===== src/lngc_pkg.sv =====
`timescale 1ns / 1ps
// ----------------------------------------------------------------------------
// Letter n-gram counter package
// Sizes, codes, the command passed from front to back, and index helpers.
// ----------------------------------------------------------------------------
package lngc_pkg;

	localparam int COUNT_WIDTH  = 16;
	localparam int ALPHA        = 26;
	localparam int PAIR_CELLS   = ALPHA * ALPHA;
	localparam int TRIPLE_CELLS = ALPHA * ALPHA * ALPHA;
	localparam int PAIR_AW      = $clog2(PAIR_CELLS);
	localparam int TRIPLE_AW    = $clog2(TRIPLE_CELLS);
	localparam int LW           = 5;

	// Command queue depth, a power of two.
	localparam int CMDQ_DEPTH = 2;
	localparam int CMDQ_AW    = $clog2(CMDQ_DEPTH);

	// Reads that can be in flight: queue, back stage, result register.
	localparam int READS_IN_FLIGHT = CMDQ_DEPTH + 2;

	localparam logic [7:0] CHAR_UA  = 8'h41;
	localparam logic [7:0] CHAR_UZ  = 8'h5A;
	localparam logic [7:0] CHAR_A   = 8'h61;
	localparam logic [7:0] CHAR_Z   = 8'h7A;
	localparam logic [7:0] CASE_GAP = 8'h20;

	localparam logic [LW-1:0] LAST_LETTER = LW'(ALPHA - 1);
	localparam logic [COUNT_WIDTH-1:0] COUNT_MAX = '1;

	typedef enum logic {
		FUNC_FEED = 1'b0,
		FUNC_READ = 1'b1
	} func_t;

	typedef enum logic [2:0] {
		TBL_ANY    = 3'd0,
		TBL_START  = 3'd1,
		TBL_END    = 3'd2,
		TBL_MID    = 3'd3,
		TBL_ENDTRI = 3'd4
	} tbl_sel_t;

	typedef enum logic [1:0] {
		BK_CLEAR,
		BK_IDLE,
		BK_UPDATE
	} bk_state_t;

	typedef struct packed {
		logic                 is_read;
		logic                 rd_zero;
		logic [2:0]           tbl;
		logic                 inc_any;
		logic                 inc_start;
		logic                 inc_end;
		logic                 inc_mid;
		logic                 inc_endtri;
		logic [PAIR_AW-1:0]   pair_addr;
		logic [TRIPLE_AW-1:0] tri_addr;
	} cmd_t;

	typedef struct packed {
		logic clearing;
	} bk_status_t;

	function automatic logic [PAIR_AW-1:0] pair_index(logic [LW-1:0] a, logic [LW-1:0] b);
		pair_index = PAIR_AW'(a) * PAIR_AW'(ALPHA) + PAIR_AW'(b);
	endfunction

	function automatic logic [TRIPLE_AW-1:0] triple_index(logic [LW-1:0] a,
		logic [LW-1:0] b, logic [LW-1:0] c);
		triple_index = TRIPLE_AW'(a) * TRIPLE_AW'(PAIR_CELLS)
			+ TRIPLE_AW'(b) * TRIPLE_AW'(ALPHA) + TRIPLE_AW'(c);
	endfunction

	function automatic logic [COUNT_WIDTH-1:0] sat_inc(logic [COUNT_WIDTH-1:0] v);
		sat_inc = (v == COUNT_MAX) ? v : v + COUNT_WIDTH'(1);
	endfunction

endpackage


===== src/lngc_cmd_fifo.sv =====
`timescale 1ns / 1ps
// ----------------------------------------------------------------------------
// Letter n-gram counter command queue
// Short queue between front end and counter back end.
// ----------------------------------------------------------------------------
module lngc_cmd_fifo (
	input  logic           clk,
	input  logic           arst_n,
	input  logic           push,
	input  lngc_pkg::cmd_t cmd_in,
	output logic           full,
	input  logic           pop,
	output lngc_pkg::cmd_t cmd_out,
	output logic           empty
);
	import lngc_pkg::*;

	cmd_t               entry_q [CMDQ_DEPTH];
	logic [CMDQ_AW-1:0] wr_ptr_q;
	logic [CMDQ_AW-1:0] rd_ptr_q;
	logic [CMDQ_AW:0]   fill_q;
	logic               do_push;
	logic               do_pop;

	assign full    = fill_q == (CMDQ_AW + 1)'(CMDQ_DEPTH);
	assign empty   = fill_q == '0;
	assign do_push = push && !full;
	assign do_pop  = pop && !empty;
	assign cmd_out = entry_q[rd_ptr_q];

	always_ff @(posedge clk) begin
		if (do_push) begin
			entry_q[wr_ptr_q] <= cmd_in;
		end
	end

	always_ff @(posedge clk or negedge arst_n) begin
		if (!arst_n) begin
			wr_ptr_q <= '0;
			rd_ptr_q <= '0;
			fill_q   <= '0;
		end else begin
			if (do_push) begin
				wr_ptr_q <= wr_ptr_q + CMDQ_AW'(1);
			end
			if (do_pop) begin
				rd_ptr_q <= rd_ptr_q + CMDQ_AW'(1);
			end
			if (do_push && !do_pop) begin
				fill_q <= fill_q + (CMDQ_AW + 1)'(1);
			end else if (do_pop && !do_push) begin
				fill_q <= fill_q - (CMDQ_AW + 1)'(1);
			end
		end
	end

endmodule


===== config.mk =====
export PLATFORM = sky130hd
export DESIGN_NAME = lngc_cmd_fifo
export DESIGN_NICKNAME = d
export VERILOG_FILES = /design/src/lngc_pkg.sv /design/src/lngc_cmd_fifo.sv
export SDC_FILE = /design/constraint.sdc
export NUM_CORES = 1
export LEC_CHECK = 0
export ABC_AREA = 1
export ABC_CLOCK_PERIOD_IN_PS = 2700
export BUFFER_PORTS_ARGS = -buffer_cell sky130_fd_sc_hd__buf_2
export CORE_MARGIN = 2
export CORE_UTILIZATION = 46
export CTS_BUF_LIST = sky130_fd_sc_hd__clkbuf_16
export DETAILED_ROUTE_END_ITERATION = 12
export PLACE_DENSITY = 0.74
export SLEW_MARGIN = 5
export SYNTH_ARGS = -nofsm -noshare
export SYNTH_HDL_FRONTEND = slang
export SYNTH_SLANG_ARGS = --single-unit
export TNS_END_PERCENT = 1

===== constraint.sdc =====
create_clock -name clk -period 2.7 [get_ports clk]
set_input_delay 0.81 -clock clk [delete_from_list [all_inputs] [get_ports clk]]
set_output_delay 0.81 -clock clk [all_outputs]
set_load 0.01 [all_outputs]

==> impl_results.md, run 1 <==
* Synth async-reset ratio at 5.41%
* Final antenna-violating net count at 0
* Std-Cell Rows at 28
* Worst Reg2Reg Path Length in Cells at 3
* # diodes at 0
* Resized cells post-CTS at 0
* Layout net count at 337
* Setup TNS at 0 ns
* Fin worst setup slack at 0.564 ns
* Pleak at 0.00156 uW
* Final period util at 79.1%
* Area Growth Syn to Fin at 26.1%
* CTS Buffer Depth at 2
* H-tree Lvls at 3
* Post-CTS repair timing setup buffer count at 0
* Met1 usage at approximately 14%
* Status: completed
* CP Max Fanout at 36
* Clk Latency, worst-skew pair at 0.32 ns
* Grt total ovfl at 0
* Detailed-route via count at about 1700
* #FFs+latches synth at 74
* First-pass GRT wire length at 6.73 mm
* Synth top area cells: edfxtp_1, nand2_1, dfrtp_1, buf_4, inv_1
* Die height at 81.7 um
* Sequential area share after synthesis at around 79%
* Final slew viol count at 0
* GR Layer Usage met3 at 3.41%
* Hpwl dp at 2.98 mm
* FILL cells at 493
* RSZ-0062 raised after global routing: false
* Hold Vio Cnt, Final at 0
* Grt peak-use layer: met2
* Crit path DAT at 1.33 ns
* Share of layout cells above drive strength 1 at between 30 and 40%
* Most used DFF post-synth: edfxtp_1
* Startpoint type of the worst setup path: register
* Worst IR drop on VDD at 0.512 mV
* GRT Overall Usage at 14.4%
* Yosys top cell area share at ~76%
* Hold_buf cts at 0
* Net Count, Synth at 254
* Number of synthesized flops with an enable pin at 70
* Die width at 81.7 um
* Syn. warnings at 0
* Final wirelength at 4.51 mm
* CP Data Required Time at approximately 1.9 ns
* Core area at 0.00589 mm2
* Syn Inst Count at between 200 and 250
* Largest net degree at the start of global routing at 37
* Final GP Congestion at 0.710
* PwrDens at 1090 mW/mm2
* Worst r2r dst: entry_q[1][5]
* Commonest cells in the netlist: nand2_1, edfxtp_1, inv_1, buf_4, dfrtp_1
* Met2 Usage GRT at between 20% and 30%
* Drt wl/cell at 12.0 um
* Clock sink count at between 70 and 80
* Max Fclk at 0.468 GHz
* Cell with the most instances after synthesis: nand2_1
* Num CTS Buffers at 9
* R2R setup slack at 1.03 ns
* DR iter-0 viols at just over 50
* Crit. End Element: output port
* Worst-margin pin slew at ~0.5 ns
* Count of different cell masters after synthesis at 15
* Final Setup Violations at 0
* PortBufs at 75
* DP Worst Slack at 0.636 ns
* Tmin final at 2.14 ns
* Critical path class: register to output port
* Hold WC Path Type: input pin to asynchronous set/reset pin
* Setup Skew at 0.00607 ns
* CTS clk-pin slew, worst paths at 0.05 ns
* Slew HR at between 60% and 70%
* CTS tree: done
* Remaining routing DRC violations at 0
* Leading area contributor after synthesis: edfxtp_1
* Total of max-cap violations at 0
* Die area at 0.00668 mm2
* Root Buffer: clkbuf_16
* R2R Path Start: fill_q[0]
* Syn_area_per_cell at between 10 and 15 um2
* IO Count at 76
* TritonRoute pass-1 iters at 3
* Mapped cell area at 0.00278 mm2
* Vias per inst at 4.55
* Initial Util at 47.2%
* Initial antenna violation count at 0
* Vias in the first global route at between 1500 and 2000
-- cell families (layout without fill, tap and decap cells) --
logic type,after synthesis,count (layout),synth area share [%]
flops,74,74,79.2
simple gates,121,121,16.8
fa+ha+maj,1,1,0.450
buf+inv,15,103,2.88
compound gates,2,2,0.360
xor+xnor,1,1,0.315
-- registers in the layout (all words and copies together) (netlist names) --
register	cells
entry_q	70
fill_q	2
rd_ptr_q	1
wr_ptr_q	1
-- metal layers --
layer,wire (um),vias to the layer above
li1,-,883
met1,1720,775
met2,2430,47
met3,242,10
met4,128,0
met5,0,-
-- worst max-delay path by stage --
stage                  start  cells past startpoint       endpoint  slack (ns)
finish              rd_ptr_q                      4     cmd_out[9]        0.56
global route        rd_ptr_q                      4    cmd_out[22]        0.42
floorplan               push                      2  entry_q[1][0]        0.44
detailed placement      push                      4  entry_q[1][2]        0.64
global placement        push                      4  entry_q[1][8]        0.67
CTS                 rd_ptr_q                      4    cmd_out[13]        0.53
-- layout make-up --
class,count,area (um2),area share (%)
Tap cell,75,93.8,2.68
Clock inverter,7,28.8,0.821
Timing Repair Buffer,79,418,11.9
Sequential cell,74,2200,62.8
Inverter,8,32.5,0.928
Clock buffer,9,225,6.42
Multi-Input combinational cell,125,505,14.4
-- layout by cell type (no fill, tap or decap) --
cell type and count:
o21ai_0 2, nand3b_1 1, xnor2_1 1, buf_12 1, inv_4 1, clkinv_1 3
buf_4 3, buf_2 75, nand2_1 114, nor2_4 1, clkbuf_16 9, inv_1 9
nor2_1 1, nor2_2 2, nand3_1 1, edfxtp_1 70, clkinv_2 2, dfrtp_1 4
nand4_1 1, ha_1 1
-- metrics by stage --
stage / area (um2) / power [uW] / utilization [%] / hold slack (ns) / instances
after floorplan: 2780 / 2430 / - / 0.449 / 214
after global placement: 3250 / 2860 / 55.3 / 0.470 / 361
after detailed placement: 3250 / 2890 / 55.3 / 0.476 / 361
after CTS: 3510 / 3890 / 59.6 / 0.275 / 377
after global routing: 3510 / 4080 / 59.6 / 0.282 / 377
final: 3510 / 3840 / 59.6 / 0.279 / 377
-- worst max-delay path: stages (launching register included) --
cell	delay [ns]
dfrtp_1	0.41
inv_4	0.29
nand2_1	0.09
nand2_1	0.09
buf_2	0.13
-- where the power goes --
part,internal (uW),switching (uW)
sequential,1570,78.2
combinational,423,773
clock,600,392
total,2590,1240
(Power assumes the default switching activity.)
==> run 2, diff against run 1 <==
ABC_AREA = 0   (was 1)
ABC_CLOCK_PERIOD_IN_PS = 1800   (was 2700)
CORE_UTILIZATION = 47   (was 46)
PLACE_DENSITY = 0.75   (was 0.74)
clock period = 1.8 ns   (was 2.7 ns; I/O delays follow)
==> impl_results.md, run 2 <==
* Number of synthesized flops with an enable pin at 70 (unchanged)
* Setup Skew at 0.00520 ns (was 0.00607 ns)
* Post-Synth Adder-Cell Area at 0.436% (was 0.450%)
* Yosys top cell area share at 73.2% (was 75.6%)
* Placed Cells at 281 (was 361)
* Leading area contributor after synthesis: edfxtp_1 (unchanged)
* Most flops, register: entry_q (unchanged)
* Clk Latency, worst-skew pair at 0.31 ns (was 0.32 ns)
* Syn Inst Count at 128 (was 214)
* Critical path class: register to output port (unchanged)
* CTS clk-pin slew, worst paths at 0.05 ns (about the same)
* Count of different cell masters after synthesis at 15 (unchanged)
* Cell with the most instances after synthesis: edfxtp_1 (was nand2_1)
* Top Registers: entry_q: 70 flops, fill_q: 2 flops (unchanged)
* Num CTS Buffers at 9 (unchanged)
* Post-CTS repair timing setup buffer count at 0 (unchanged)
* DP Worst Slack at 0.141 ns (was 0.636 ns)
* Fin worst setup slack at -0.143 ns (was 0.564 ns)
* Tmin final at 1.94 ns
* CTS Buffer Depth at 2 (unchanged)
* Drt wl/cell at 14.3 um (was 12.0 um)
* Startpoint type of the worst setup path: register (unchanged)
* Share of layout cells above drive strength 1 at 58.9% (was 31.1%)
* GRT Overall Usage at 13.3% (was 14.4%)
* TritonRoute pass-1 iters at 4 (was 3)
* Hold WC Path Type: input pin to asynchronous set/reset pin (unchanged)
* Vias in the first global route at 1390 (was 1578)
* Die width at 82.2 um (was 81.7 um)
* Vias per inst at 4.76 (was 4.55)
* CTS tree: done (unchanged)
* Max Fclk at about 0.51 GHz
* Worst-margin pin slew at 0.277 ns (was 0.499 ns)
* CP Max Fanout at 15 (was 36)
* Synth Area in Compound Gates at 0.174% (was 0.360%)
* Slew HR at 81.4% (was 66.7%)
* Final Setup Violations at 35 (was 0)
* # diodes at 0 (unchanged)
* Std-Cell Rows at 28 (unchanged)
* Core area at 0.00592 mm2 (was 0.00589 mm2)
* Final core occ at 63.0% (was 59.6%)
* Commonest cells after routing, fill and taps aside: edfxtp_1, buf_2, mux2_4 (was nand2_1, buf_2, edfxtp_1)
* Mapped cell area at 0.00287 mm2 (was 0.00278 mm2)
* Status: finished with violations (was completed)
* #FFs+latches synth at 74 (unchanged)
* Post-Synth XOR/XNOR Area at 1.52% (was 0.315%)
* First-pass GRT wire length at 6.39 mm (was 6.73 mm)
* Syn_area_per_cell at 22.4 um2 (was 13.0 um2)
* Final GP Congestion at 0.724 (was 0.710)
* Hpwl dp at 2.93 mm (was 2.98 mm)
* RSZ-0062 raised after global routing: true (was false)
* Area Growth Syn to Fin at 29.7% (was 26.1%)
* Max FFs per register at 70 (unchanged)
* Die height at 82.2 um (was 81.7 um)
* Sequential area share after synthesis at 76.7% (was 79.2%)
* H-tree Lvls at 3 (unchanged)
* Hold Vio Cnt, Final at 0 (unchanged)
* IO Count at 76 (unchanged)
* Synth top area cells: edfxtp_1, mux2_4, dfrtp_1, mux2_2, buf_12 (was edfxtp_1, nand2_1, dfrtp_1, buf_4, inv_1)
* PwrDens at 1660 mW/mm2 (was 1090 mW/mm2)
* Initial Util at 48.5% (was 47.2%)
* Syn. warnings at 0 (unchanged)
* Simple-gate share of the synthesized area at 0.958% (was 16.8%)
* Crit-path max cell delay at 0.42 ns (was 0.41 ns)
* Detailed-route via count at 1398 (was 1715)
* Root Buffer: clkbuf_16 (unchanged)
* Proportion of synthesized area in mux cells at 17.5% (was 0%)
* Synth async-reset ratio at 5.41% (unchanged)
* Largest family of logic cells by synthesized area: multiplexers (was simple AND/OR/NAND/NOR gates)
* Net Count, Synth at 168 (was 254)
* Remaining routing DRC violations at 0 (unchanged)
* Pwr Total at 6180 uW (was 3840 uW)
* Pleak at 0.00152 uW (was 0.00156 uW)
* Most used DFF post-synth: edfxtp_1 (unchanged)
* Failing checks: negative setup slack
* Crit path DAT at 1.40 ns (was 1.33 ns)
* Initial antenna violation count at 1 (was 0)
* Layout net count at 257 (was 337)
* Final slew viol count at 0 (unchanged)
* Final period util at 108%
* Largest net degree at the start of global routing at 26 (was 37)
* CP Data Required Time at 1.26 ns (was 1.89 ns)
* Die area at 0.00675 mm2 (was 0.00668 mm2)
* Clock sink count at 74 (unchanged)
* Non-filler cells, final at 294 (was 377)
* Grt total ovfl at 0 (unchanged)
* Crit. End Element: output port (unchanged)
* PortBufs at 75 (unchanged)
* DR iter-0 viols at 72 (was 51)
* Commonest cells in the netlist: edfxtp_1, mux2_4, mux2_2, dfrtp_1 (was nand2_1, edfxtp_1, inv_1, buf_4, dfrtp_1)
* Worst IR drop on VDD at 0.937 mV (was 0.512 mV)
* Final wirelength at 4.21 mm (was 4.51 mm)
* Highest-delay cell along the critical path: dfrtp_2 (was dfrtp_1)
* Final antenna-violating net count at 0 (unchanged)
* Cell-by-cell trace of the critical path: buf_12, mux2_2, buf_2 (was inv_4, nand2_1, nand2_1, buf_2)
* Commonest non-fill, non-tap cell in the layout: edfxtp_1 (was nand2_1)
* Total of max-cap violations at 0 (unchanged)
## run 2: cells by family after synthesis
logic type               count (synthesis)
flip-flops                              74
multiplexers                            35
buffers and inverters                    6
AND/OR/NAND/NOR                          6
XOR/XNOR                                 5
AO/OA/AOI/OAI                            1
adder cells (fa/ha/maj)                  1
## run 2: per-layer routing
layer  GRT usage, %  routed length (um)  share of wire, %
met2           22.7                2190                52
met4           7.00                  80               1.9
met1           15.1                1680                40
met3           3.91                 250               5.9
met5              0                  12              0.29
## run 2: report_power, final
part | internal (uW) | total (uW) | switching (uW)
logic | 1270 | 2230 | 962
clock network | 886 | 1440 | 552
registers | 2370 | 2510 | 145
## run 2: layout make-up
type,instances,area [um2]
flip-flops and latches,74,2200
fillers,446,2190
multi-input cells,48,601
repair buffers,82,582
clock buffers,9,225
well taps,75,93.8
clock inverters,4,15.0
inverters,2,7.51
## run 2: per-stage QoR
stage	hold WS [ns]	area (um2)	TNS, ns
floorplan	0.244	2880	-1.92
global placement	0.358	3370	0
detailed placement	0.362	3370	0
CTS	0.0251	3730	-4.59
global route	0.0340	3730	-5.39
finish	0.0309	3730	-3.90
## run 2: final timing paths
kind | startpoint | to | slack [ns] | depth (start not counted)
max in group asynchronous | arst_n | rd_ptr_q | 1.62 | 1
worst max-delay path | rd_ptr_q | cmd_out[13] | -0.14 | 3
worst max register to register | fill_q[0] | fill_q[1] | 0.19 | 7
worst min-delay path | arst_n | fill_q[1] | 0.03 | 1
worst min register to register | fill_q[1] | fill_q[1] | 0.54 | 1
min in group clk | cmd_in[7] | entry_q[1][7] | 0.41 | 1
## run 2: what timing repair did
item | 4_1_cts | 5_1_grt
gates resized for setup | 19 | 0
endpoints found under the setup margin | 35 | 35
hold buffers | 0 | 0
pin swaps | 0 | 0
## run 2: critical path: cells and delay by family (launching register included)
family / cells / cell delay (ns)
flip-flops: 1 / 0.42
multiplexers: 1 / 0.34
buffers and inverters: 2 / 0.32
