**config.mk**
```make
export PLATFORM = sky130hd
export DESIGN_NAME = lngc_front
export DESIGN_NICKNAME = d
export VERILOG_FILES = /design/src/lngc_pkg.sv /design/src/lngc_front.sv
export SDC_FILE = /design/constraint.sdc
export NUM_CORES = 1
export LEC_CHECK = 0
export ABC_CLOCK_PERIOD_IN_PS = 4300
export BUFFER_PORTS_ARGS = -buffer_cell sky130_fd_sc_hd__buf_2
export CORE_UTILIZATION = 25
export DETAILED_ROUTE_END_ITERATION = 16
export HOLD_SLACK_MARGIN = 0.15
export PLACE_DENSITY = 0.43
export SLEW_MARGIN = 25
export SYNTH_ARGS = -nofsm -noshare
export SYNTH_HDL_FRONTEND = slang
export SYNTH_SLANG_ARGS = --single-unit
```
**constraint.sdc**
```tcl
create_clock -name clk -period 4.3 [get_ports clk]
set_input_delay 0.215 -clock clk [delete_from_list [all_inputs] [get_ports clk]]
set_output_delay 0.215 -clock clk [all_outputs]
set_load 0.1 [all_outputs]
```
**src/lngc_pkg.sv**
```systemverilog
`timescale 1ns / 1ps
// ----------------------------------------------------------------------------
// Letter n-gram counter package
// Sizes, codes, the command passed from front to back, and index helpers.
// ----------------------------------------------------------------------------
package lngc_pkg;

	localparam int COUNT_WIDTH  = 16;
	localparam int ALPHA        = 26;
	localparam int PAIR_CELLS   = ALPHA * ALPHA;
	localparam int TRIPLE_CELLS = ALPHA * ALPHA * ALPHA;
	localparam int PAIR_AW      = $clog2(PAIR_CELLS);
	localparam int TRIPLE_AW    = $clog2(TRIPLE_CELLS);
	localparam int LW           = 5;

	// Command queue depth, a power of two.
	localparam int CMDQ_DEPTH = 2;
	localparam int CMDQ_AW    = $clog2(CMDQ_DEPTH);

	// Reads that can be in flight: queue, back stage, result register.
	localparam int READS_IN_FLIGHT = CMDQ_DEPTH + 2;

	localparam logic [7:0] CHAR_UA  = 8'h41;
	localparam logic [7:0] CHAR_UZ  = 8'h5A;
	localparam logic [7:0] CHAR_A   = 8'h61;
	localparam logic [7:0] CHAR_Z   = 8'h7A;
	localparam logic [7:0] CASE_GAP = 8'h20;

	localparam logic [LW-1:0] LAST_LETTER = LW'(ALPHA - 1);
	localparam logic [COUNT_WIDTH-1:0] COUNT_MAX = '1;

	typedef enum logic {
		FUNC_FEED = 1'b0,
		FUNC_READ = 1'b1
	} func_t;

	typedef enum logic [2:0] {
		TBL_ANY    = 3'd0,
		TBL_START  = 3'd1,
		TBL_END    = 3'd2,
		TBL_MID    = 3'd3,
		TBL_ENDTRI = 3'd4
	} tbl_sel_t;

	typedef enum logic [1:0] {
		BK_CLEAR,
		BK_IDLE,
		BK_UPDATE
	} bk_state_t;

	typedef struct packed {
		logic                 is_read;
		logic                 rd_zero;
		logic [2:0]           tbl;
		logic                 inc_any;
		logic                 inc_start;
		logic                 inc_end;
		logic                 inc_mid;
		logic                 inc_endtri;
		logic [PAIR_AW-1:0]   pair_addr;
		logic [TRIPLE_AW-1:0] tri_addr;
	} cmd_t;

	typedef struct packed {
		logic clearing;
	} bk_status_t;

	function automatic logic [PAIR_AW-1:0] pair_index(logic [LW-1:0] a, logic [LW-1:0] b);
		pair_index = PAIR_AW'(a) * PAIR_AW'(ALPHA) + PAIR_AW'(b);
	endfunction

	function automatic logic [TRIPLE_AW-1:0] triple_index(logic [LW-1:0] a,
		logic [LW-1:0] b, logic [LW-1:0] c);
		triple_index = TRIPLE_AW'(a) * TRIPLE_AW'(PAIR_CELLS)
			+ TRIPLE_AW'(b) * TRIPLE_AW'(ALPHA) + TRIPLE_AW'(c);
	endfunction

	function automatic logic [COUNT_WIDTH-1:0] sat_inc(logic [COUNT_WIDTH-1:0] v);
		sat_inc = (v == COUNT_MAX) ? v : v + COUNT_WIDTH'(1);
	endfunction

endpackage

```
**src/lngc_front.sv**
```systemverilog
`timescale 1ns / 1ps
// ----------------------------------------------------------------------------
// Letter n-gram counter front end
// Accepts requests, folds case, tracks the word and builds counter commands.
// ----------------------------------------------------------------------------
module lngc_front (
	input  logic               clk,
	input  logic               arst_n,
	input  logic               push,
	output logic               full,
	input  logic               func,
	input  logic [7:0]         char_byte,
	input  logic [2:0]         table_sel,
	input  logic [4:0]         first_letter,
	input  logic [4:0]         second_letter,
	input  logic [4:0]         third_letter,
	input  lngc_pkg::bk_status_t bk_status,
	input  logic               q_full,
	output logic               q_push,
	output lngc_pkg::cmd_t     q_cmd
);
	import lngc_pkg::*;

	logic [1:0]    letters_seen_q;
	logic [LW-1:0] older_q;
	logic [LW-1:0] prior_q;
	logic [LW-1:0] last_q;

	logic          accept;
	logic [7:0]    lower;
	logic          is_letter;
	logic [LW-1:0] letter;
	logic          pair_ok;
	logic          tri_ok;
	logic          sel_ok;
	cmd_t          cmd;

	assign full   = bk_status.clearing || q_full;
	assign accept = push && !full;

	always_comb begin
		lower = char_byte;
		if (char_byte inside {[CHAR_UA:CHAR_UZ]}) begin
			lower = char_byte + CASE_GAP;
		end
		is_letter = lower inside {[CHAR_A:CHAR_Z]};
		letter    = LW'(lower - CHAR_A);
	end

	always_comb begin
		pair_ok = (first_letter <= LAST_LETTER) && (second_letter <= LAST_LETTER);
		tri_ok  = pair_ok && (third_letter <= LAST_LETTER);
		case (table_sel)
			TBL_ANY, TBL_START, TBL_END: sel_ok = pair_ok;
			TBL_MID, TBL_ENDTRI:         sel_ok = tri_ok;
			default:                     sel_ok = 1'b0;
		endcase

		cmd = '0;
		if (func == FUNC_READ) begin
			cmd.is_read = 1'b1;
			cmd.tbl     = table_sel;
			cmd.rd_zero = !sel_ok;
			// keep addresses in range; an out-of-range query reads as zero anyway
			if (pair_ok) begin
				cmd.pair_addr = pair_index(first_letter, second_letter);
			end
			if (tri_ok) begin
				cmd.tri_addr = triple_index(first_letter, second_letter, third_letter);
			end
		end else if (is_letter) begin
			cmd.inc_any   = letters_seen_q != 2'd0;
			cmd.inc_start = letters_seen_q == 2'd1;
			cmd.inc_mid   = letters_seen_q >= 2'd2;
			cmd.pair_addr = pair_index(last_q, letter);
			cmd.tri_addr  = triple_index(prior_q, last_q, letter);
		end else begin
			cmd.inc_end    = letters_seen_q >= 2'd2;
			cmd.inc_endtri = letters_seen_q == 2'd3;
			cmd.pair_addr  = pair_index(prior_q, last_q);
			cmd.tri_addr   = triple_index(older_q, prior_q, last_q);
		end
	end

	// drop feeds that touch no counter
	assign q_push = accept && (cmd.is_read || cmd.inc_any || cmd.inc_start ||
		cmd.inc_mid || cmd.inc_end || cmd.inc_endtri);
	assign q_cmd  = cmd;

	always_ff @(posedge clk or negedge arst_n) begin
		if (!arst_n) begin
			letters_seen_q <= '0;
			older_q        <= '0;
			prior_q        <= '0;
			last_q         <= '0;
		end else if (accept && func == FUNC_FEED) begin
			if (is_letter) begin
				older_q <= prior_q;
				prior_q <= last_q;
				last_q  <= letter;
				if (letters_seen_q != 2'd3) begin
					letters_seen_q <= letters_seen_q + 2'd1;
				end
			end else begin
				letters_seen_q <= '0;
			end
		end
	end

endmodule

```
==> flow_results.org, run 1 <==
** Placement
- DP Area :: 8170 sq um
- Detailed placement ended at an HPWL of 16.3 mm.
- During placement, the flow inserted port buffers numbering 68.
- Placed Cells incl. Taps :: 1,270
- The congestion estimate from routability-driven global placement came to 0.790.

** Worst setup path
- Of all nets on the critical path, the largest fanout is 3.
- The number of cells on the worst reg-to-reg path is 4.
- Data arrives at the worst endpoint at 4.40 ns.
- Required time worst endpoint :: 4.09 ns
- The critical path in this run is classified as reg -> out.
- FF-to-FF Start :: letters_seen_q[1]
- Reg2reg end :: letters_seen_q[0]
- The worst setup path is captured at a primary output.
- R2R setup slack :: 3.09 ns
- Kind of start point of the critical path :: flop

** Clock tree
- TritonCTS built the clock tree.
- Root buf cell :: clkbuf_16
- The clock passes through at most 2 buffers.
- Clock-pin slew was measured on the worst setup and hold paths at approximately 0.050 ns.
- Clock sink count :: 17
- H-tree Lvls :: 1
- Clk_lat worst skew :: 0.25 ns
- Clock tree synthesis inserted a total of 3 buffers.

** Yosys
- For this run, the number of Yosys warnings is 0.
- Main synth FF type :: dfrtp_1
- Number of enable-type register cells in the synthesized netlist :: 0
- Cell types with the largest area share after synthesis :: ha_1 32%, fa_1 10%, xnor2_1 7.7%
- Leading cell type by number of instances after synthesis :: ha_1
- Synthesized net count :: around 1,000
- Summing the areas of all xor and xnor instances in the mapped netlist gives between 10% and 20% of the synthesized area.
- Avg Synthesized Cell Area :: approximately 8.2 sq um
- Of the post-synthesis cell area, the dominant cell type holds 32.3%.
- Share of synthesized cell area in full adder, half adder and majority cells :: approximately 42%
- Number of storage elements in the synthesis netlist :: 17
- Post-synthesis sequential area ratio :: 6.66%
- Counting flops with an async set or reset pin after synthesis yields a share of 100%.
- Mux share of post-synthesis cell area :: 1.31%
- Netlist area before placement :: around 6400 sq um
- Combinational family with the most area after synthesis :: adder cells
- Simple-Gate Fraction of Synth Area :: between 10% and 20%
- Netlist cell types :: 56
- Number of standard cells after synthesis :: 779
- The commonest cells after synthesis are 165 x ha_1, 99 x inv_1, 57 x nand2_1, 56 x xnor2_1, 45 x a21oi_1.
- Compound-cell area share of the yosys netlist :: 18.8%
- Of all cell types, the one taking the most synthesized area is ha_1.

** Detailed routing
- DRC Markers :: 0
- The first TritonRoute pass finished after 4 iterations.
- In this run the remaining antenna-violating nets after routing total 0.
- Post-detailed-route wirelength per cell :: roughly 14 um
- Total Wirelength :: around 19 mm
- Using the TritonRoute via totals, the vias-per-cell ratio works out to 4.54.
- Initial DRC count :: 172
- Number of vias after detailed routing :: 5,845

** Flow run
- Count of maximum capacitance violations :: 0

** Timing
- Post-route clock skew :: 0.00333 ns
- Final Hold Violating Endpoints :: 0
- Hold slack :: 0.232 ns
- The smallest clock period supported by the final layout is computed as 4.62 ns.
- Setup violations remaining at the end of the flow were counted as 5.
- For the pin with the worst max-slew slack, the measured transition is between 0.8 and 0.9 ns.
- Based on the critical path, the design can be clocked at up to 217 MHz.
- Relative max-transition margin :: 44.7%
- Max Transition Viols Final :: 0
- In the finished design, the share of the clock period the worst path needs comes to 107%.
- Setup slack on the critical path of the routed design comes to -0.318 ns.
- RSZ-0062 raised after global routing :: yes

** Worst hold path
- The worst hold path begins at char_byte[0].
- Worst hold path stage count :: 2
- The worst hold path terminates at last_q[0].
- The min-delay analysis places its worst path in the category in -> reg.

** Final layout
- Cells fill between 30% and 40% of the core in the end.
- Fill cell count :: 2,697
- Sequential cell area in the final layout :: 429 sq um
- The net count of the finished layout is 1,187.
- After routing the design area is 8780 sq um.
- Number of non-filler instances in the completed layout :: 1,287
- Area growth from synthesis to layout :: 37.4%
- Summing all multi-input logic gate instances after layout gives 6090 sq um.
- Final antenna diode count :: 0
- Share of layout cells above drive strength 1 :: 28.5%

** Floorplanning
- The die is between 150 and 200 um wide.
- Full die area :: about 26,000 sq um
- After floorplanning, the core was sized to cover 25,100 sq um.
- Boundary Pins :: 69
- The floorplan has 58 rows.
- The initial utilization of the core area, before any placement, comes to 25.5%.
- From bottom edge to top edge, the die measures 162 um.

** GRT
- Number of antenna violations at the first check in global routing :: 0
- Global routing consumed, over all layers together, 14.6% of the routing resources.
- Entering global routing, the biggest net connects 30 pins.
- The total overflow left after global routing is 0.
- The number of global-route vias before repair is between 5,000 and 6,000.
- Global-route wire length before repair :: 30.5 mm

** Status
- The flow ran to the end, but the final reports show violations.
- The final reports fail on negative setup slack.
[sequential cells by signal, summed over array words and instances (netlist names)]
name and count:
letters_seen_q 2, last_q 5, prior_q 5, older_q 5
[critical path, cell delays in order (launching register included)]
cell and delay (ns):
dfrtp_2 0.43, ha_4 0.27, fa_1 0.42, ha_1 0.32, a21o_1 0.17, a21oi_2 0.15
o21bai_1 0.08, a21oi_1 0.18, xnor2_1 0.20, ha_1 0.31, ha_4 0.29, o21ai_2 0.05
nand2b_1 0.09, and2_4 0.15, buf_6 0.09, a211oi_2 0.06, or4_1 0.46, nand3_1 0.09
o211ai_1 0.13, buf_6 0.22
[cell usage in the layout (no fill, tap or decap), types with 4 or more instances in the layout]
cell / instances
ha_1: 144
buf_4: 114
inv_1: 97
buf_2: 59
nand2_1: 55
xnor2_1: 49
nor2_1: 35
o21ai_0: 35
a21oi_1: 35
fa_1: 29
xor2_1: 24
a21o_1: 19
ha_4: 18
nand3_1: 15
dfrtp_1: 14
o22ai_1: 12
nor3_1: 11
nor2b_1: 11
a21oi_2: 10
o21a_1: 10
nand2b_1: 9
a31oi_1: 8
o21bai_1: 8
a211oi_1: 8
buf_12: 8
o211ai_1: 7
xnor2_2: 6
o21ai_2: 6
buf_6: 6
mux2i_1: 5
nor2_2: 4
nor3b_1: 4
or3_1: 4
nand3b_1: 4
[kinds of logic (layout without fill, tap and decap cells)]
| family | after synthesis | in the layout |
|---|---|---|
| xor gates and xnor gates | 82 | 82 |
| buffers and inverters | 113 | 291 |
| DFF | 17 | 17 |
| adders and majority gates | 197 | 197 |
| AOI/OAI and AO/OA | 189 | 189 |
| and+or+nand+nor | 173 | 173 |
| muxes | 8 | 8 |
[worst max-delay path by stage]
| stage | slack (ns) | end | cells after the start | start |
|---|---|---|---|---|
| after floorplan | -0.90 | q_cmd[14] | 17 | prior_q[1] |
| after global placement | -0.41 | q_cmd[12] | 18 | last_q[1] |
| after detailed placement | -0.43 | q_cmd[12] | 18 | last_q[1] |
| after CTS | -0.31 | q_cmd[12] | 18 | last_q[1] |
| after global routing | -0.56 | q_cmd[14] | 18 | last_q[1] |
| final | -0.32 | q_cmd[12] | 19 | last_q[1] |
[per-layer routing]
layer  vias to the layer above  GRT usage (%)  wire length (um)
met4                         0           1.33                72
met1                      2698           21.2              9680
li1                       3078              -                 -
met5                         -              0                 0
met3                         4           1.15               476
met2                        65           24.1              8420
[layout make-up]
type,count,share of cell area [%]
multi-input cells,649,69.3
repair buffers,188,15.8
flip-flops and latches,17,4.89
well taps,330,4.70
inverters,99,4.40
clock buffers,4,0.898
[through the flow]
stage	setup TNS [ns]	setup slack [ns]
final	-1.05	-0.318
after global routing	-2.28	-0.556
after CTS	-1.42	-0.314
after detailed placement	-0.970	-0.428
after global placement	-0.849	-0.410
after floorplan	-2.15	-0.896
[what timing repair did]
item,4_1_cts,5_1_grt
endpoints found under the hold margin,17,0
hold buffers,1,0
pin swaps,47,44
resized for setup,38,31
setup endpoints to repair,7,8
setup buffers,15,3
Power of run 1 is left out: the tool's default activity adds up to more than one toggle a clock period on the data nets, which glitch-free logic cannot reach.
==> run 2, diff against run 1 <==
- CORE_MARGIN: not set -> 3
- CORE_UTILIZATION: 25 -> 56
- PLACE_DENSITY: 0.43 -> 0.81
==> flow_results.org, run 2 (synthesis gave the netlist of run 1 again) <==
** Detailed routing
- First-pass detailed-route iteration total :: 5 (+1)
- The detailed-route DRC error count was 0 (unchanged).
- The routed wire length came to 22.3 mm (+20%).
- The count of vias placed by the detailed router is 6,867 (+17%).
- The vias per cell is 6.38 (+40%).
- Antenna-violating nets left :: 0 (unchanged)
- Initial DRC count :: 675 (+290%)
- Post-detailed-route wirelength per cell :: 20.7 um (+43%)

** Worst hold path
- Type of the tightest min-delay check :: in -> reg

** Clock tree
- The total CTS buffers came to 3 (unchanged).
- CTS placed an instance of clkbuf_16 at the clock tree root.
- TritonCTS clock tree :: built
- The CTS H-tree depth was 1 (unchanged).
- The TritonCTS sink count came to 17 (unchanged).
- Clock-pin slew on the worst setup and hold paths :: 0.06 ns (about the same)
- The later-pin clock latency in the skew report is 0.25 ns (about the same).
- The maximum number of buffers from clock root to sink came to 2 (unchanged).

** Flow run
- Count of maximum capacitance violations :: 0 (unchanged)

** Placement
- Last weighted congestion value of the routability-driven placer :: 0.960 (+21%)
- The post-DP HPWL came to 14.4 mm (-11%).
- Total of buffers placed on input and output ports :: 68 (unchanged)
- The total placed instance area came to 7730 sq um (-5.4%).

** Floorplanning
- Standard cell core area :: 11,000 sq um (-56%)
- The initial core utilization came to 58.2% (+33 points).
- Boundary Pins :: 69 (unchanged)
- FP Rows :: 38 (-34%)
- The x dimension of the die came to 113 um (-30%).
- Vertical die dimension :: 113 um (-30%)
- Full die area :: 12,700 sq um (-51%)

** Timing
- The fmax was 210 MHz (-2.8%).
- Crit path setup slack, layout :: -0.453 ns (-0.134 ns)
- Post-route clock skew :: 0.00250 ns (-0.000828 ns)
- Setup repair after global routing could not meet its margin everywhere.
- The final sum of negative setup slack was -2.50 ns (-1.45 ns).
- The fraction of the cycle the final worst path needs came to 111% (+3.1 points).
- Final Hold Violating Endpoints :: 0 (unchanged)
- Number of failing setup endpoints in the final timing report :: 8 (+3)
- Worst slew pin tran :: 1.02 ns (+0.195 ns)
- Final critical delay including setup and external delays :: 4.75 ns (+0.134 ns)
- The final count of pins violating max slew is 0 (unchanged).
- The worst-case hold slack is 0.226 ns (-0.00589 ns).
- The worst relative slew slack is 31.8% (-13 points).

** Final layout
- Commonest non-fill, non-tap cell in the layout :: ha_1
- Fill cell count :: 641 (-76%)
- The final cell area excluding filler cells was 8480 sq um (-3.5%).
- Number of nets in the layout :: 1,167 (-1.7%)
- Most used cells in the layout excluding fill and tap cells :: 142 x ha_1, 96 x inv_1, 94 x buf_4
- The largest registers in the layout are last_q: 5 flops, older_q: 5 flops, prior_q: 5 flops.
- Final antenna diode count :: 0 (unchanged)
- Compared with the post-synthesis result, the final layout area differs by 32.6%.
- Sequential cell area in the final layout :: 429 sq um (unchanged)
- The area taken by multi-input logic gates was 6150 sq um (+1.1%).
- Share of layout cells above drive strength 1 :: 27.3% (-1.2 points)

** Worst setup path
- Slowest cell on crit path :: fa_1
- The flop-to-flop setup slack came to 3.08 ns (about the same).
- STA classifies the critical path endpoint as a primary output.
- The data required time of the critical path came to 4.09 ns (about the same).
- The critical path is of the reg -> out type.
- Maximum single-stage delay on the critical path :: 0.52 ns (+0.06 ns)
- The critical path goes through ha_1, fa_1, buf_4, fa_2, a21oi_2, nor2_1, nor2_1, xnor2_1, ha_1, ha_4, buf_6, o21a_1, nor2_2, o31a_1, buf_4, xnor2_2, a22oi_2, o21ai_4, buf_12.
- Largest fanout on the critical path :: 3 (unchanged)
- The arrival time at the worst endpoint is 4.54 ns (+0.14 ns).
- Kind of start point of the critical path :: flop

** GRT
- The first-pass GRT wire length was 32.5 mm (+6.5%).
- Pin count of the biggest net entering global routing :: 30 (unchanged)
- The aggregate global routing overflow is 0 (unchanged).
- Via count of the first global-routing pass :: 6,764 (+16%)
- Number of antenna violations at the first check in global routing :: 0 (unchanged)
- The total global-route track usage came to 31.2% (+17 points).

** Status
- The final reports fail on negative setup slack.
- The flow ran to the end, but the final reports show violations.
## run 2: cell types whose count changed in the layout (fill, tap and decap cells not counted), moves of 2 or more
cell,change
ha_1,-2
nand2_1,+2
xnor2_2,-2
nand2_2,-2
xnor2_1,+2
buf_4,-20
ha_4,+3
## run 2: timing repair
item | CTS | global route
buffers inserted | 15 | 8
gates resized for setup | 38 | 45
endpoints found under the hold margin | 17 | 0
hold buffers | 1 | 0
pin swaps | 48 | 44
setup endpoints to repair | 8 | 9
## run 2: path summary, 6_finish.rpt
kind | start | end | depth (start not counted)
setup / recovery | last_q[1] | q_cmd[11] | 19
hold / removal | char_byte[0] | last_q[0] | 2
setup reg to reg | letters_seen_q[1] | letters_seen_q[0] | 4
hold reg to reg | letters_seen_q[0] | letters_seen_q[0] | 1
max in group asynchronous | arst_n | prior_q[2] | 2
min in group asynchronous | arst_n | prior_q[4] | 2
## run 2: metrics by stage
step	cells	util, %	setup WS [ns]
final	1077	77.2	-0.453
after global routing	1077	77.2	-0.582
after CTS	1071	74.5	-0.329
after detailed placement	1053	70.4	-0.384
after global placement	1053	70.4	-0.298
after floorplan	779	-	-0.896
## run 2: worst max-delay path, delay by kind of cell, from the launching register on
family | cells | cell delay, ns
flops | 1 | 0.44
simple gates | 3 | 0.22
xor+xnor | 2 | 0.32
compound gates | 5 | 0.95
buf+inv | 4 | 0.60
fa+ha+maj | 5 | 1.75
## run 2: layout make-up
type                       count  area share, %
clock buffer                   3          0.886
clock inverter                 1         0.0590
inverter                      99           4.56
multi-input combinational    649           72.6
sequential                    17           5.06
tap                          140           2.07
timing repair buffer         168           14.7
## run 2: routing by layer
metal	part of all wire [%]	wire length (um)	GRT usage, %	up-vias
met2	46	10400	52.3	452
met5	0	0	0	-
li1	-	-	-	3047
met3	8.7	1950	4.97	170
met1	36	8140	38.1	3198
met4	8.4	1870	17.8	0
Power of run 2 is left out for the same reason.
==> run 3, diff against run 2 <==
- ABC_CLOCK_PERIOD_IN_PS: 4300 -> 4000
- CTS_BUF_LIST: not set -> sky130_fd_sc_hd__clkbuf_4 sky130_fd_sc_hd__clkbuf_8 sky130_fd_sc_hd__clkbuf_16
- clock period: 4.3 -> 4 ns (I/O delays scaled with it)
==> flow_results.org, run 3 (synthesis gave the netlist of run 1 again) <==
** GRT
- Pin count of the biggest net entering global routing :: 30 (unchanged)
- The number of global-route vias before repair was 7,057 (+4.3%).
- The aggregate global routing overflow is 0 (unchanged).
- The total global-route track usage was 33.9% (+2.7 points).
- The initial antenna violation count came to 0 (unchanged).
- Global-route wire length before repair :: 34.9 mm (+7.5%)

** Worst setup path
- Worst path cell trace :: ha_4, fa_2, ha_4, a21o_1, a21oi_2, o21bai_1, a21oi_2, xnor2_2, ha_4, ha_4, o21ai_2, nand2b_1, and2_4, o221a_1, or4_4, nand3_2, o211ai_1, buf_6
- Category of the most critical setup path :: reg -> out
- Slowest cell on crit path :: fa_2
- The data required time of the critical path was 3.80 ns (-0.29 ns).
- Maximum single-stage delay on the critical path :: 0.62 ns (+0.10 ns)
- Worst path arrival time :: 4.89 ns (+0.35 ns)
- Kind of start point of the critical path :: flop
- Worst setup EP type :: primary output
- In this design, the critical path's most frequently occurring cell is ha_4.
- The top fanout value on the critical path came to 2 (-1).

** Final layout
- Final antenna diode count :: 0 (unchanged)
- Relative to the synthesized area, the layout overhead comes to 42.1%.
- The library cell used most frequently in the layout, excluding fill and tap cells, is ha_1.
- In the layout the commonest cells are 135 x ha_1, 120 x buf_4, 96 x inv_1.
- Number of nets in the layout :: 1,200 (+2.8%)
- Share of layout cells above drive strength 1 :: 34.0% (+6.7 points)
- The largest registers in the layout are last_q: 5 flops, older_q: 5 flops, prior_q: 5 flops.
- Core utilization of the finished layout :: 82.7% (+5.5 points)

** Timing
- Max Transition Viols Final :: 0 (unchanged)
- Post-route clock skew :: 0.00200 ns (-0.000492 ns)
- Setup repair after global routing could not meet its margin everywhere.
- The worst relative slew slack came to 27.6% (-4.2 points).
- Final critical-path share of the clock period :: 127%
- Crit path setup slack, layout :: -1.09 ns (-0.641 ns)
- The final number of hold-violating endpoints came to 0 (unchanged).
- Worst slew pin tran :: 1.09 ns (+0.0626 ns)
- Peak clock frequency supported by timing :: 196 MHz
- Subtracting the final worst setup slack from the clock period gives ~5 ns.
- Number of failing setup endpoints in the final timing report :: 12 (+4)

** Detailed routing
- Per-cell via count in the routed design :: 6.62 (+3.8%)
- Post-detailed-route wirelength per cell :: 23.5 um (+13%)
- DRC Markers :: 0 (unchanged)
- The count of nets left with antenna violations after detail routing was 0 (unchanged).
- First-pass detailed-route iteration total :: 8 (+3)
- The starting DRC count in detailed routing came to 768 (+14%).
- Number of vias after detailed routing :: 7,347 (+7.0%)
- Total Wirelength :: 26.0 mm (+17%)

** Clock tree
- The CTS H-tree depth is 1 (unchanged).
- Clock sink count :: 17 (unchanged)
- Largest buffer count on any clock path :: 2 (unchanged)
- The later-pin clock latency in the skew report was 0.26 ns (about the same).
- TritonCTS Buffers :: 3 (unchanged)
- The root buffer cell chosen for the clock tree is clkbuf_16.
- The clock-pin transition on the worst setup and hold timing paths was 0.06 ns (about the same).
- TritonCTS built the clock tree.

** Status
- The final reports fail on negative setup slack.
- The run finished, with violations left.

** Placement
- Placed wire-length estimate :: 15.1 mm (+4.7%)
- The final weighted congestion in routability-driven placement was 0.923 (-3.9%).
- Total of buffers placed on input and output ports :: 68 (unchanged)

** Floorplanning
- The core area was 11,000 sq um (unchanged).
- The number of placement rows is 38 (unchanged).
- Starting density of the core :: 58.2% (unchanged)
- The x dimension of the die came to 113 um (unchanged).
- The chip height was 113 um (unchanged).
- The number of placed I/O pins was 69 (unchanged).
- Full die area :: 12,700 sq um (unchanged)

** Flow run
- The count of max-cap constraint violations is 0 (unchanged).

** Worst hold path
- The path class of the tightest hold or removal check is in -> reg.
-- run 3: cell count changes in the layout (fill, tap and decap cells not counted), sizes merged --
cell,change
buf,+31
clkbuf,+2
-- run 3: through the flow --
stage	TNS [ns]	instances	instance area (sq um)	setup slack, ns	hold slack [ns]
floorplan	-3.06	779	6630	-1.18	-0.0956
global placement	-1.77	1087	8090	-0.504	0.144
detailed placement	-2.81	1087	8090	-0.658	0.154
CTS	-3.18	1104	8670	-0.567	0.280
global route	-7.66	1110	9080	-1.18	0.299
finish	-6.94	1110	9080	-1.09	0.278
-- run 3: layout make-up --
| class | instances | area (sq um) |
|---|---|---|
| tap | 140 | 175 |
| timing repair buffer | 201 | 1570 |
| clock inverter | 1 | 5.00 |
| clock buffer | 3 | 75.1 |
| multi-input combinational | 649 | 6440 |
| inverter | 99 | 387 |
| fill | 531 | 1900 |
| sequential | 17 | 430 |
-- run 3: critical path: cells and delay by family, from the launching register on --
kind                     cells  cell delay, ns
AND/OR/NAND/NOR              4            0.81
AO/OA/AOI/OAI                7            1.24
flip-flops                   1            0.44
adder cells (fa/ha/maj)      5            1.65
XOR/XNOR                     1            0.23
buffers and inverters        1            0.23
-- run 3: path summary, 6_finish.rpt --
check                                   from                 to  slack [ns]  cells past startpoint
max                                last_q[2]          q_cmd[12]       -1.09                     18
min                             char_byte[0]          last_q[0]        0.28                      3
max reg2reg                letters_seen_q[0]  letters_seen_q[0]        2.79                      4
min reg2reg                letters_seen_q[1]  letters_seen_q[1]        0.60                      1
max in group asynchronous             arst_n          last_q[2]        3.28                      2
min in group asynchronous             arst_n         older_q[0]        0.40                      2
-- run 3: timing repair --
action                                  CTS  global route
pin swaps                                57            51
setup buffers                            12            10
endpoints found under the hold margin    17             0
endpoints found under the setup margin    9            11
gates resized for setup                  66            67
hold buffers                              1             0
-- run 3: per-layer routing --
| layer | share of wire, % | track usage [%] | vias up |
|---|---|---|---|
| li1 | - | - | 3125 |
| met1 | 36 | 41.8 | 3399 |
| met2 | 44 | 56.6 | 611 |
| met3 | 11 | 4.81 | 212 |
| met4 | 8.5 | 19.6 | 0 |
| met5 | 0 | 0 | - |
Power of run 3 is left out for the same reason.
